### src/sces_pkg.sv
// Shared types and constants for the sound channel envelope/sweep core.
// No dependencies; used by the interfaces and every module of the block.
package sces_pkg;

   // Default channel count and the most channels a tick reports
   localparam int CHANNELS_DEF = 4;
   localparam int MAX_REPORT   = 4;

   // Field widths
   localparam int CH_W    = 2;
   localparam int GAIN_W  = 16;
   localparam int FREQ_W  = 24;
   localparam int FACT_W  = 16;
   localparam int TICKS_W = 16;

   localparam logic [FREQ_W-1:0]  FREQ_MAX     = 24'hFF_FFFF;
   localparam logic [FACT_W-1:0]  SWEEP_ONE    = 16'h4000;
   localparam logic [TICKS_W-1:0] ELAPSED_MAX  = 16'hFFFF;

   // Request codes
   typedef enum logic [1:0] {
      REQ_TICK = 2'd0,
      REQ_PLAY = 2'd1,
      REQ_STOP = 2'd2
   } req_kind_type;

   // One channel's stored state
   typedef struct packed {
      logic [GAIN_W-1:0]  gain_level;
      logic [FREQ_W-1:0]  freq_level;
      logic [TICKS_W-1:0] elapsed_ticks;
      logic               play_flag;
      logic [FACT_W-1:0]  decay_store;
      logic [FACT_W-1:0]  sweep_store;
      logic [FREQ_W-1:0]  end_store;
      logic [TICKS_W-1:0] length_store;
   } entry_type;

   // Tick update of one channel
   typedef struct packed {
      entry_type entry;
      logic      stopped;
   } tick_out_type;

   // One result item
   typedef struct packed {
      logic [CH_W-1:0]   out_channel;
      logic [GAIN_W-1:0] gain_now;
      logic [FREQ_W-1:0] freq_now;
      logic              playing;
      logic              stopped_now;
      logic              last;
   } rsp_type;

endpackage

### src/sces_if.sv
// Valid/ready channel interfaces for request and result items.
// Depends on sces_pkg for field widths.
interface sces_req_if;
   logic                             valid;
   logic                             ready;
   logic [1:0]                       req_type;
   logic [sces_pkg::CH_W-1:0]        channel;
   logic [sces_pkg::GAIN_W-1:0]      start_gain;
   logic [sces_pkg::FREQ_W-1:0]      start_freq;
   logic [sces_pkg::FACT_W-1:0]      decay_factor;
   logic [sces_pkg::FACT_W-1:0]      sweep_factor;
   logic [sces_pkg::FREQ_W-1:0]      end_freq;
   logic [sces_pkg::TICKS_W-1:0]     length_ticks;

   modport source (
      output valid, req_type, channel, start_gain, start_freq,
             decay_factor, sweep_factor, end_freq, length_ticks,
      input  ready
   );
   modport sink (
      input  valid, req_type, channel, start_gain, start_freq,
             decay_factor, sweep_factor, end_freq, length_ticks,
      output ready
   );
endinterface

interface sces_rsp_if;
   logic                           valid;
   logic                           ready;
   logic [sces_pkg::CH_W-1:0]      out_channel;
   logic [sces_pkg::GAIN_W-1:0]    gain_now;
   logic [sces_pkg::FREQ_W-1:0]    freq_now;
   logic                           playing;
   logic                           stopped_now;
   logic                           last;

   modport source (
      output valid, out_channel, gain_now, freq_now, playing, stopped_now, last,
      input  ready
   );
   modport sink (
      input  valid, out_channel, gain_now, freq_now, playing, stopped_now, last,
      output ready
   );
endinterface

### src/sces_state_mem.sv
// Channel state memory: one write port, one registered read port.
// Per-entry valid bits make unwritten entries read as zero after reset.
// Depends on sces_pkg.
module sces_state_mem #(
   parameter int CHANNELS = sces_pkg::CHANNELS_DEF
) (
   input  logic                                           clock,
   input  logic                                           reset,
   input  logic                                           wr_en,
   input  logic [((CHANNELS > 1) ? $clog2(CHANNELS) : 1)-1:0] wr_addr,
   input  sces_pkg::entry_type                            wr_data,
   input  logic                                           rd_en,
   input  logic [((CHANNELS > 1) ? $clog2(CHANNELS) : 1)-1:0] rd_addr,
   output sces_pkg::entry_type                            rd_data
);

   sces_pkg::entry_type mem_ff [CHANNELS];
   logic [CHANNELS-1:0] valid_ff;
   sces_pkg::entry_type rd_data_ff;
   logic                rd_valid_ff;

   // Storage write
   always_ff @(posedge clock) begin
      if (wr_en) begin
         mem_ff[wr_addr] <= wr_data;
      end
   end

   // Valid bits, cleared at once by reset
   always_ff @(posedge clock) begin
      if (reset) begin
         valid_ff <= '0;
      end else if (wr_en) begin
         valid_ff[wr_addr] <= 1'b1;
      end
   end

   // Registered read; data holds until the next read
   always_ff @(posedge clock) begin
      if (rd_en) begin
         rd_data_ff <= mem_ff[rd_addr];
      end
   end

   always_ff @(posedge clock) begin
      if (reset) begin
         rd_valid_ff <= 1'b0;
      end else if (rd_en) begin
         rd_valid_ff <= valid_ff[rd_addr];
      end
   end

   assign rd_data = rd_valid_ff ? rd_data_ff : '0;

endmodule

### src/sces_tick_unit.sv
// Per-channel tick update: elapsed count and length stop, then registered
// gain and frequency products, then saturation and sweep end check.
// Depends on sces_pkg.
module sces_tick_unit (
   input  logic                   clock,
   input  logic                   load,
   input  sces_pkg::entry_type    cur,
   output sces_pkg::tick_out_type res
);

   localparam int GPROD_W = 2 * sces_pkg::GAIN_W;
   localparam int FPROD_W = sces_pkg::FREQ_W + sces_pkg::FACT_W;
   localparam int SWEEP_FRAC = 14;
   localparam int FSHIFT_W = FPROD_W - SWEEP_FRAC;

   logic [sces_pkg::TICKS_W-1:0] elapsed_in;
   logic                         len_stop;
   logic [GPROD_W-1:0]           gain_prod_in;
   logic [FPROD_W-1:0]           freq_prod_in;

   sces_pkg::entry_type          ent_ff;
   logic [sces_pkg::TICKS_W-1:0] elapsed_ff;
   logic                         play_ff;
   logic [GPROD_W-1:0]           gain_prod_ff;
   logic [FPROD_W-1:0]           freq_prod_ff;

   logic [FSHIFT_W-1:0]          freq_sh;
   logic [sces_pkg::FREQ_W-1:0]  freq_sat;
   logic                         sweep_on;
   logic                         end_hit;
   logic                         play_new;

   // First half: count, length check, products
   always_comb begin
      elapsed_in = (cur.elapsed_ticks != sces_pkg::ELAPSED_MAX) ?
                   cur.elapsed_ticks + 1'b1 : cur.elapsed_ticks;
      len_stop   = (cur.length_store != '0) && (elapsed_in >= cur.length_store);
      gain_prod_in = GPROD_W'(cur.gain_level) * GPROD_W'(cur.decay_store);
      freq_prod_in = FPROD_W'(cur.freq_level) * FPROD_W'(cur.sweep_store);
   end

   always_ff @(posedge clock) begin
      if (load) begin
         ent_ff       <= cur;
         elapsed_ff   <= elapsed_in;
         play_ff      <= cur.play_flag && !len_stop;
         gain_prod_ff <= gain_prod_in;
         freq_prod_ff <= freq_prod_in;
      end
   end

   // Second half: scale back, saturate, end-of-sweep stop
   always_comb begin
      freq_sh  = freq_prod_ff[FPROD_W-1:SWEEP_FRAC];
      freq_sat = (|freq_sh[FSHIFT_W-1:sces_pkg::FREQ_W]) ? sces_pkg::FREQ_MAX :
                 freq_sh[sces_pkg::FREQ_W-1:0];
      sweep_on = (ent_ff.sweep_store != '0);
      end_hit  = sweep_on && (ent_ff.end_store != '0) &&
                 (((ent_ff.sweep_store > sces_pkg::SWEEP_ONE) && (freq_sat >= ent_ff.end_store)) ||
                  ((ent_ff.sweep_store < sces_pkg::SWEEP_ONE) && (freq_sat <= ent_ff.end_store)));
      play_new = play_ff && !end_hit;

      res                     = '0;
      res.entry               = ent_ff;
      res.entry.elapsed_ticks = elapsed_ff;
      res.entry.play_flag     = play_new;
      res.entry.gain_level    = (ent_ff.decay_store != '0) ?
                                gain_prod_ff[GPROD_W-1:sces_pkg::GAIN_W] : ent_ff.gain_level;
      res.entry.freq_level    = sweep_on ? freq_sat : ent_ff.freq_level;
      res.stopped             = ent_ff.play_flag && !play_new;
   end

endmodule

### src/sound_channel_envelope_sweep_core.sv
// Sound channel envelope/sweep core: top level with request sequencer.
// Depends on sces_pkg, sces_if, sces_state_mem and sces_tick_unit.
//
// All channel state sits in one memory with a single read-modify-write path,
// so the block works on one item at a time. After a tick is accepted, each
// channel in turn is read, multiplied and written back in a read, a multiply
// and a write-back state, set by the memory read register and the register
// after the gain and frequency multipliers. A play is written after accept;
// a stop is read, then written back. Results go out through an output
// register, so a new item can be accepted while the last result still waits;
// a result that is not taken stalls the next channel's write-back. Each entry
// is written back before any later read of it is issued, so no forwarding is
// needed. Reset clears the valid bits at once; there is no clearing pass.
module sound_channel_envelope_sweep_core #(
   parameter int CHANNELS = sces_pkg::CHANNELS_DEF
) (
   input  logic        clock,
   input  logic        reset,
   sces_req_if.sink    req_bus,
   sces_rsp_if.source  rsp_bus
);

   localparam int AW     = (CHANNELS > 1) ? $clog2(CHANNELS) : 1;
   localparam int REPORT = (CHANNELS < sces_pkg::MAX_REPORT) ? CHANNELS :
                           sces_pkg::MAX_REPORT;
   localparam logic [AW-1:0] LAST_CH  = AW'(CHANNELS - 1);
   localparam logic [AW:0]   REPORT_N = (AW+1)'(REPORT);
   localparam int CMP_W = 5;

   typedef enum logic [2:0] {
      ST_IDLE,
      ST_TICK_RD,
      ST_TICK_MUL,
      ST_TICK_WB,
      ST_PLAY_WR,
      ST_STOP_RD,
      ST_STOP_WB,
      ST_REJECT
   } state_type;

   state_type                      state_ff;
   logic [AW-1:0]                  cnt_ff;
   logic                           rsp_valid_ff;
   logic                           rsp_valid_in;
   logic                           rsp_emit;
   sces_pkg::rsp_type              rsp_ff;

   // Latched request payload
   logic [sces_pkg::CH_W-1:0]      chan_ff;
   logic [sces_pkg::GAIN_W-1:0]    gain_ff;
   logic [sces_pkg::FREQ_W-1:0]    freq_ff;
   logic [sces_pkg::FACT_W-1:0]    decay_ff;
   logic [sces_pkg::FACT_W-1:0]    sweep_ff;
   logic [sces_pkg::FREQ_W-1:0]    end_ff;
   logic [sces_pkg::TICKS_W-1:0]   length_ff;

   logic                           can_emit;
   logic                           reported;
   logic                           last_report;
   logic                           chan_ok;
   logic [AW-1:0]                  chan_addr;
   logic                           mem_rd_en;
   logic [AW-1:0]                  mem_rd_addr;
   logic                           mem_wr_en;
   logic [AW-1:0]                  mem_wr_addr;
   sces_pkg::entry_type            mem_wr_data;
   sces_pkg::entry_type            mem_rd_data;
   logic                           tu_load;
   sces_pkg::tick_out_type         tu_res;

   sces_state_mem #(
      .CHANNELS (CHANNELS)
   ) u_mem (
      .clock   (clock),
      .reset   (reset),
      .wr_en   (mem_wr_en),
      .wr_addr (mem_wr_addr),
      .wr_data (mem_wr_data),
      .rd_en   (mem_rd_en),
      .rd_addr (mem_rd_addr),
      .rd_data (mem_rd_data)
   );

   sces_tick_unit u_tick (
      .clock (clock),
      .load  (tu_load),
      .cur   (mem_rd_data),
      .res   (tu_res)
   );

   // Handshake and addressing
   assign can_emit    = !rsp_valid_ff || rsp_bus.ready;
   assign reported    = ({1'b0, cnt_ff} < REPORT_N);
   assign last_report = ({1'b0, cnt_ff} == (REPORT_N - 1'b1));
   assign chan_ok     = (CMP_W'(req_bus.channel) < CMP_W'(CHANNELS));
   assign chan_addr   = AW'(chan_ff);
   assign tu_load     = (state_ff == ST_TICK_MUL);
   assign mem_rd_en   = (state_ff == ST_TICK_RD) || (state_ff == ST_STOP_RD);
   assign mem_rd_addr = (state_ff == ST_TICK_RD) ? cnt_ff : chan_addr;
   assign mem_wr_addr = (state_ff == ST_TICK_WB) ? cnt_ff : chan_addr;

   // Output valid: set when a result is loaded, cleared when it is taken
   assign rsp_emit     = can_emit &&
                         (((state_ff == ST_TICK_WB) && reported) ||
                          (state_ff == ST_PLAY_WR) || (state_ff == ST_STOP_WB) ||
                          (state_ff == ST_REJECT));
   assign rsp_valid_in = rsp_emit || (rsp_valid_ff && !rsp_bus.ready);

   // Write-back data and enable
   always_comb begin
      mem_wr_en   = 1'b0;
      mem_wr_data = '0;
      unique case (state_ff)
         ST_TICK_WB: begin
            mem_wr_en   = can_emit || !reported;
            mem_wr_data = tu_res.entry;
         end
         ST_PLAY_WR: begin
            mem_wr_en                 = can_emit;
            mem_wr_data.gain_level    = gain_ff;
            mem_wr_data.freq_level    = freq_ff;
            mem_wr_data.elapsed_ticks = '0;
            mem_wr_data.play_flag     = 1'b1;
            mem_wr_data.decay_store   = decay_ff;
            mem_wr_data.sweep_store   = sweep_ff;
            mem_wr_data.end_store     = end_ff;
            mem_wr_data.length_store  = length_ff;
         end
         ST_STOP_WB: begin
            mem_wr_en             = can_emit;
            mem_wr_data           = mem_rd_data;
            mem_wr_data.play_flag = 1'b0;
         end
         default: begin
            mem_wr_en   = 1'b0;
            mem_wr_data = '0;
         end
      endcase
   end

   // Sequencer, request latch and output register
   always_ff @(posedge clock) begin
      if (reset) begin
         state_ff     <= ST_IDLE;
         cnt_ff       <= '0;
         rsp_valid_ff <= 1'b0;
      end else begin
         rsp_valid_ff <= rsp_valid_in;
         unique case (state_ff)
            ST_IDLE: begin
               if (req_bus.valid) begin
                  chan_ff   <= req_bus.channel;
                  gain_ff   <= req_bus.start_gain;
                  freq_ff   <= req_bus.start_freq;
                  decay_ff  <= req_bus.decay_factor;
                  sweep_ff  <= req_bus.sweep_factor;
                  end_ff    <= req_bus.end_freq;
                  length_ff <= req_bus.length_ticks;
                  unique case (req_bus.req_type)
                     sces_pkg::REQ_TICK: begin
                        cnt_ff   <= '0;
                        state_ff <= ST_TICK_RD;
                     end
                     sces_pkg::REQ_PLAY: state_ff <= chan_ok ? ST_PLAY_WR : ST_REJECT;
                     sces_pkg::REQ_STOP: state_ff <= chan_ok ? ST_STOP_RD : ST_REJECT;
                     default:            state_ff <= ST_IDLE;
                  endcase
               end
            end
            ST_TICK_RD:  state_ff <= ST_TICK_MUL;
            ST_TICK_MUL: state_ff <= ST_TICK_WB;
            ST_TICK_WB: begin
               if (can_emit || !reported) begin
                  if (reported) begin
                     rsp_ff.out_channel <= sces_pkg::CH_W'(cnt_ff);
                     rsp_ff.gain_now    <= tu_res.entry.gain_level;
                     rsp_ff.freq_now    <= tu_res.entry.freq_level;
                     rsp_ff.playing     <= tu_res.entry.play_flag;
                     rsp_ff.stopped_now <= tu_res.stopped;
                     rsp_ff.last        <= last_report;
                  end
                  if (cnt_ff == LAST_CH) begin
                     state_ff <= ST_IDLE;
                  end else begin
                     cnt_ff   <= cnt_ff + 1'b1;
                     state_ff <= ST_TICK_RD;
                  end
               end
            end
            ST_PLAY_WR: begin
               if (can_emit) begin
                  rsp_ff.out_channel <= chan_ff;
                  rsp_ff.gain_now    <= gain_ff;
                  rsp_ff.freq_now    <= freq_ff;
                  rsp_ff.playing     <= 1'b1;
                  rsp_ff.stopped_now <= 1'b0;
                  rsp_ff.last        <= 1'b1;
                  state_ff           <= ST_IDLE;
               end
            end
            ST_STOP_RD: state_ff <= ST_STOP_WB;
            ST_STOP_WB: begin
               if (can_emit) begin
                  rsp_ff.out_channel <= chan_ff;
                  rsp_ff.gain_now    <= mem_rd_data.gain_level;
                  rsp_ff.freq_now    <= mem_rd_data.freq_level;
                  rsp_ff.playing     <= 1'b0;
                  rsp_ff.stopped_now <= 1'b0;
                  rsp_ff.last        <= 1'b1;
                  state_ff           <= ST_IDLE;
               end
            end
            ST_REJECT: begin
               // channel beyond the configured count: zero result, no write
               if (can_emit) begin
                  rsp_ff.out_channel <= chan_ff;
                  rsp_ff.gain_now    <= '0;
                  rsp_ff.freq_now    <= '0;
                  rsp_ff.playing     <= 1'b0;
                  rsp_ff.stopped_now <= 1'b0;
                  rsp_ff.last        <= 1'b1;
                  state_ff           <= ST_IDLE;
               end
            end
            default: state_ff <= ST_IDLE;
         endcase
      end
   end

   // Port drive
   assign req_bus.ready       = (state_ff == ST_IDLE);
   assign rsp_bus.valid       = rsp_valid_ff;
   assign rsp_bus.out_channel = rsp_ff.out_channel;
   assign rsp_bus.gain_now    = rsp_ff.gain_now;
   assign rsp_bus.freq_now    = rsp_ff.freq_now;
   assign rsp_bus.playing     = rsp_ff.playing;
   assign rsp_bus.stopped_now = rsp_ff.stopped_now;
   assign rsp_bus.last        = rsp_ff.last;

   // Separate read and write ports, but a read and a write never share a cycle
   a_port_excl: assert property (@(posedge clock) disable iff (reset)
      !(mem_wr_en && mem_rd_en))
      else $error("state memory read and write in the same cycle");

   // Tick unit only loads data from a read issued the cycle before
   a_load_after_read: assert property (@(posedge clock) disable iff (reset)
      tu_load |-> $past(mem_rd_en))
      else $error("tick unit loaded without a preceding memory read");

   // A channel reported as stopped this tick cannot still be playing
   a_stop_consistent: assert property (@(posedge clock) disable iff (reset)
      (rsp_valid_ff && rsp_ff.stopped_now) |-> !rsp_ff.playing)
      else $error("result flags stopped and playing together");

   // Reset leaves the sequencer idle with no result pending
   a_reset_idle: assert property (@(posedge clock)
      reset |=> ((state_ff == ST_IDLE) && !rsp_valid_ff))
      else $error("sequencer not idle after reset");

endmodule
### src/flat_wrapper.sv
// flat-port wrapper written by rule: the top's interface ports become plain ports
module sound_channel_envelope_sweep_core_flat 
#(
   parameter int CHANNELS = sces_pkg::CHANNELS_DEF
)
  (clock, reset, req_bus_valid, req_bus_req_type, req_bus_channel, req_bus_start_gain, req_bus_start_freq, req_bus_decay_factor, req_bus_sweep_factor, req_bus_end_freq, req_bus_length_ticks, req_bus_ready, rsp_bus_valid, rsp_bus_out_channel, rsp_bus_gain_now, rsp_bus_freq_now, rsp_bus_playing, rsp_bus_stopped_now, rsp_bus_last, rsp_bus_ready);
  sces_req_if req_bus_i ();
  sces_rsp_if rsp_bus_i ();
  input  logic clock;
  input  logic reset;
  input wire logic [$bits(req_bus_i.valid)-1:0] req_bus_valid;
  input wire logic [$bits(req_bus_i.req_type)-1:0] req_bus_req_type;
  input wire logic [$bits(req_bus_i.channel)-1:0] req_bus_channel;
  input wire logic [$bits(req_bus_i.start_gain)-1:0] req_bus_start_gain;
  input wire logic [$bits(req_bus_i.start_freq)-1:0] req_bus_start_freq;
  input wire logic [$bits(req_bus_i.decay_factor)-1:0] req_bus_decay_factor;
  input wire logic [$bits(req_bus_i.sweep_factor)-1:0] req_bus_sweep_factor;
  input wire logic [$bits(req_bus_i.end_freq)-1:0] req_bus_end_freq;
  input wire logic [$bits(req_bus_i.length_ticks)-1:0] req_bus_length_ticks;
  output wire logic [$bits(req_bus_i.ready)-1:0] req_bus_ready;
  output wire logic [$bits(rsp_bus_i.valid)-1:0] rsp_bus_valid;
  output wire logic [$bits(rsp_bus_i.out_channel)-1:0] rsp_bus_out_channel;
  output wire logic [$bits(rsp_bus_i.gain_now)-1:0] rsp_bus_gain_now;
  output wire logic [$bits(rsp_bus_i.freq_now)-1:0] rsp_bus_freq_now;
  output wire logic [$bits(rsp_bus_i.playing)-1:0] rsp_bus_playing;
  output wire logic [$bits(rsp_bus_i.stopped_now)-1:0] rsp_bus_stopped_now;
  output wire logic [$bits(rsp_bus_i.last)-1:0] rsp_bus_last;
  input wire logic [$bits(rsp_bus_i.ready)-1:0] rsp_bus_ready;
  assign req_bus_i.valid = req_bus_valid;
  assign req_bus_i.req_type = req_bus_req_type;
  assign req_bus_i.channel = req_bus_channel;
  assign req_bus_i.start_gain = req_bus_start_gain;
  assign req_bus_i.start_freq = req_bus_start_freq;
  assign req_bus_i.decay_factor = req_bus_decay_factor;
  assign req_bus_i.sweep_factor = req_bus_sweep_factor;
  assign req_bus_i.end_freq = req_bus_end_freq;
  assign req_bus_i.length_ticks = req_bus_length_ticks;
  assign req_bus_ready = req_bus_i.ready;
  assign rsp_bus_valid = rsp_bus_i.valid;
  assign rsp_bus_out_channel = rsp_bus_i.out_channel;
  assign rsp_bus_gain_now = rsp_bus_i.gain_now;
  assign rsp_bus_freq_now = rsp_bus_i.freq_now;
  assign rsp_bus_playing = rsp_bus_i.playing;
  assign rsp_bus_stopped_now = rsp_bus_i.stopped_now;
  assign rsp_bus_last = rsp_bus_i.last;
  assign rsp_bus_i.ready = rsp_bus_ready;
  sound_channel_envelope_sweep_core #(.CHANNELS(CHANNELS)) u_core (.clock(clock), .reset(reset), .req_bus(req_bus_i), .rsp_bus(rsp_bus_i));
endmodule
### config.mk
export PLATFORM = sky130hd
export DESIGN_NAME = sound_channel_envelope_sweep_core_flat
export DESIGN_NICKNAME = d
export VERILOG_FILES = /design/src/sces_pkg.sv /design/src/sces_if.sv /design/src/sces_state_mem.sv /design/src/sces_tick_unit.sv /design/src/sound_channel_envelope_sweep_core.sv /design/src/flat_wrapper.sv
export SDC_FILE = /design/constraint.sdc
export NUM_CORES = 2
export LEC_CHECK = 0
export BUFFER_PORTS_ARGS = -buffer_cell sky130_fd_sc_hd__buf_2
export CAP_MARGIN = 10
export CORE_MARGIN = 1
export CORE_UTILIZATION = 60
export CTS_BUF_LIST = sky130_fd_sc_hd__clkbuf_8
export DETAILED_ROUTE_END_ITERATION = 12
export GPL_TIMING_DRIVEN = 1
export PLACE_DENSITY = 0.82
export SETUP_SLACK_MARGIN = 0.15
export SLEW_MARGIN = 20
export SYNTH_ARGS = -nofsm -noshare
export SYNTH_HDL_FRONTEND = slang
export SYNTH_HIERARCHICAL = 1
export SYNTH_SLANG_ARGS = --single-unit
### constraint.sdc
create_clock -name clock -period 36.5 [get_ports clock]
set_clock_uncertainty 0.2 [all_clocks]
set_input_delay 7.3 -clock clock [delete_from_list [all_inputs] [get_ports clock]]
set_output_delay 7.3 -clock clock [all_outputs]
set_load 0.005 [all_outputs]
==> metrics.md <==
| Metric | Value |
|---|---|
| Outcome | `finished, final reports clean` |
| P per Cell Area | `35.4 nW/um^2` |
| Ratio of cells with drive above 1 in the final layout | `12.5%` |
| Syn_nets | `5,521` |
| PortBufs | `166` |
| Total track usage | `29.1%` |
| Post-CTS setup buffers | `0` |
| Mapped Cells | `4,649` |
| Vias per cell | `6.14` |
| Total number of vias | `37.9k` |
| Synth area leaders | `edfxtp_1 48%, fa_1 16%, ha_1 5.2%` |
| Antenna violations before repair | `10` |
| Global-route wire length before repair | `224 mm` |
| Number of H-tree levels | `4` |
| Worst vdd ir | `0.0500 mV` |
| Synth top area share | `48.2%` |
| FMAX | `0.102 GHz` |
| Worst hold margin | `0.261 ns` |
| Top-level I/O count | `167` |
| Final Hold Viols | `0` |
| Fill count | `7,018` |
| Final Critical Period | `9.83 ns` |
| Syn Area/Cell | `13.1 sq um` |
| Number of synthesized register bits | `987` |
| TritonCTS buffer count | `145` |
| Initial core utilization | `60.7%` |
| Yosys cell types | `79` |
| Row count | `116` |
| Routed wire length | `147 mm` |
| Startpoint Class | `primary input` |
| WL/cell | `23.8 um` |
| Largest net degree at the start of global routing | `125` |
| Worst setup EP type | `flop` |
| CTS tree | `done` |
| Worst Path Required | `36.71 ns` |
| Clock Pin Slew Worst Setup and Hold Paths | `0.06 ns` |
| Die Area | `103,000 sq um` |
| Router iterations before antenna repair | `7` |
| Number of cells in the design after placement | `5,922` |
| Die Wd | `320 um` |
| Worst skew pair latency | `0.80 ns` |
| 1st-iter DRT viols | `4,390` |
| DRT antenna net count | `0` |
| Global route total overflow | `0` |
| Clock sinks | `987` |
| Max cap viols | `0` |
| Core Footprint | `100,000 sq um` |
| Vias in the first global route | `38.8k` |
| Total Neg Setup Slack | `0 ns` |
| RePlAce Congestion | `0.922` |
| Tcrit/Tclk final | `26.9%` |
| Area grow syn2layout | `7.01%` |
| Post_cts resized | `0` |
| Worst endpoint data arrival time | `10.04 ns` |
| Worst-path fanout max | `71` |
| Setup CP Type | `primary input to flop` |
| Cell Count, Final, Fillers Out | `6,181` |
| Hpwl dp | `94.4 mm` |
| Largest area contributor in the netlist | `edfxtp_1` |
| Count of final max-slew check failures | `0` |
| Ys async rst share | `0%` |
| CTS max path bufs | `3` |
| Top FF cell, synth | `edfxtp_1` |
| Leak pwr | `25.9 nW` |
| Relative slew slack | `14.9%` |
| Net count, final | `5,586` |
| Ys Warns | `6` |
| Slew @ Worst Pin | `1.27 ns` |
| Final setup margin | `26.67 ns` |
| Setup-failing EPs final | `0` |
| Design Power | `2.30 mW` |
| Placement Setup Slack | `25.90 ns` |
| Clock tree root driver cell | `clkbuf_8` |
| Post-synth EDFFs | `976` |
| Unrepaired setup endpoints after global routing | `false` |
| Die Height | `320 um` |
| Worst min-delay path class | `flop to flop` |
| DR DRC count | `0` |
| Sequential share of the synthesized area | `48.5%` |
| Mapped Area | `60,800 sq um` |
| Post-CTS Hold Buffers | `0` |
## worst max-delay path, cell delays in order
cell	delay, ns
buf_2	0.16
nor2b_1	0.16
a21oi_1	0.38
and3_4	0.93
buf_4	1.02
## sequential cells by signal, summed over array words and instances, names as in the netlist, 24 cells and up
register / count
u_core/u_mem/mem_ff: 516
u_core/u_tick/freq_prod_ff: 26
u_core/u_tick/res: 72
u_core/u_tick/ent_ff: 41
u_core/freq_ff: 24
u_core/u_mem/rd_data_ff: 129
u_core/end_ff: 24
u_core/rsp_bus.freq_now: 24
## cells by family after synthesis
| group | Yosys count | share of synthesized area [%] |
|---|---|---|
| multiplexers | 178 | 5.82 |
| AND/OR/NAND/NOR | 1188 | 10.3 |
| buffers and inverters | 951 | 6.59 |
| AO/OA/AOI/OAI | 543 | 6.39 |
| adder cells (fa/ha/maj) | 752 | 21.6 |
| XOR/XNOR | 50 | 0.720 |
| flip-flops | 987 | 48.5 |
## Yosys cell counts (4+ instances only)
library cell  number
nand3b_1          43
nor4_1            20
buf_6             11
o211ai_1           4
ha_1             254
o21ai_0          107
buf_4             76
a21o_1            36
fa_1             498
mux2i_1            4
dfxtp_1           11
mux2_2            45
o31ai_1            4
a211oi_1          10
mux4_1            24
xnor2_1           31
nand3_1           15
nand4_1           17
inv_1            635
buf_1             14
mux4_2           105
and3b_1           43
a31oi_1           44
xor2_1            19
clkbuf_1         165
buf_2             48
nand2b_1          17
nand2_1          476
nor3_1            21
and3_1             8
nor2_1            48
and2_1           375
a21oi_1           96
or3_1             26
a32o_1            40
nor2b_1           56
a22o_1           160
o21a_1             6
edfxtp_1         976
## power breakdown
| group | total, mW | internal (mW) | switching, mW |
|---|---|---|---|
| Sequential | 1.31 | 1.29 | 0.0181 |
| Clock | 0.846 | 0.420 | 0.426 |
| Combinational | 0.150 | 0.0533 | 0.0969 |
## path summary, 6_finish.rpt
check / from / endpoint / slack (ns) / cells after the start
setup / recovery: rsp_bus_ready / u_core/u_mem/mem_ff[3][127] / 26.67 / 5
hold / removal: u_core/u_mem/valid_ff[1] / u_core/u_mem/valid_ff[1] / 0.26 / 2
setup reg to reg: u_core/u_mem/rd_valid_ff / u_core/u_tick/freq_prod_ff[27] / 27.62 / 24
hold reg to reg: u_core/u_mem/valid_ff[1] / u_core/u_mem/valid_ff[1] / 0.26 / 2
## through the flow
step                utilization (%)  area, sq um
floorplan                         -        60800
global placement               62.2        62400
detailed placement             62.2        62400
CTS                            64.8        65000
global route                   64.9        65100
finish                         64.9        65100
## per-layer routing
metal | part of all wire [%] | global-route usage (%)
met1 | 38 | 39.5
met2 | 46 | 45.0
met3 | 12 | 7.62
met4 | 3.5 | 11.7
met5 | 0.029 | 0
## layout by cell type (no fill, tap or decap), drive strengths merged, types with 129 or more instances in the layout
cell type,netlist,routed
a22o,160,160
clkbuf,166,147
edfxtp,976,976
fa,498,498
inv,635,685
ha,254,254
buf,150,234
nand2,476,476
and2,376,376
mux4,129,129
## layout make-up
class / count / area, sq um / share of cell area, %
diodes: 4 / 10.0 / 0.0154
clock buffers: 147 / 2020 / 3.11
clock inverters: 106 / 649 / 0.997
inverters: 635 / 2390 / 3.68
multi-input cells: 2711 / 27400 / 42.1
flip-flops and latches: 987 / 29500 / 45.4
well taps: 1357 / 1700 / 2.61
repair buffers: 234 / 1390 / 2.13
Note: power is estimated with default switching activity, not from simulation.
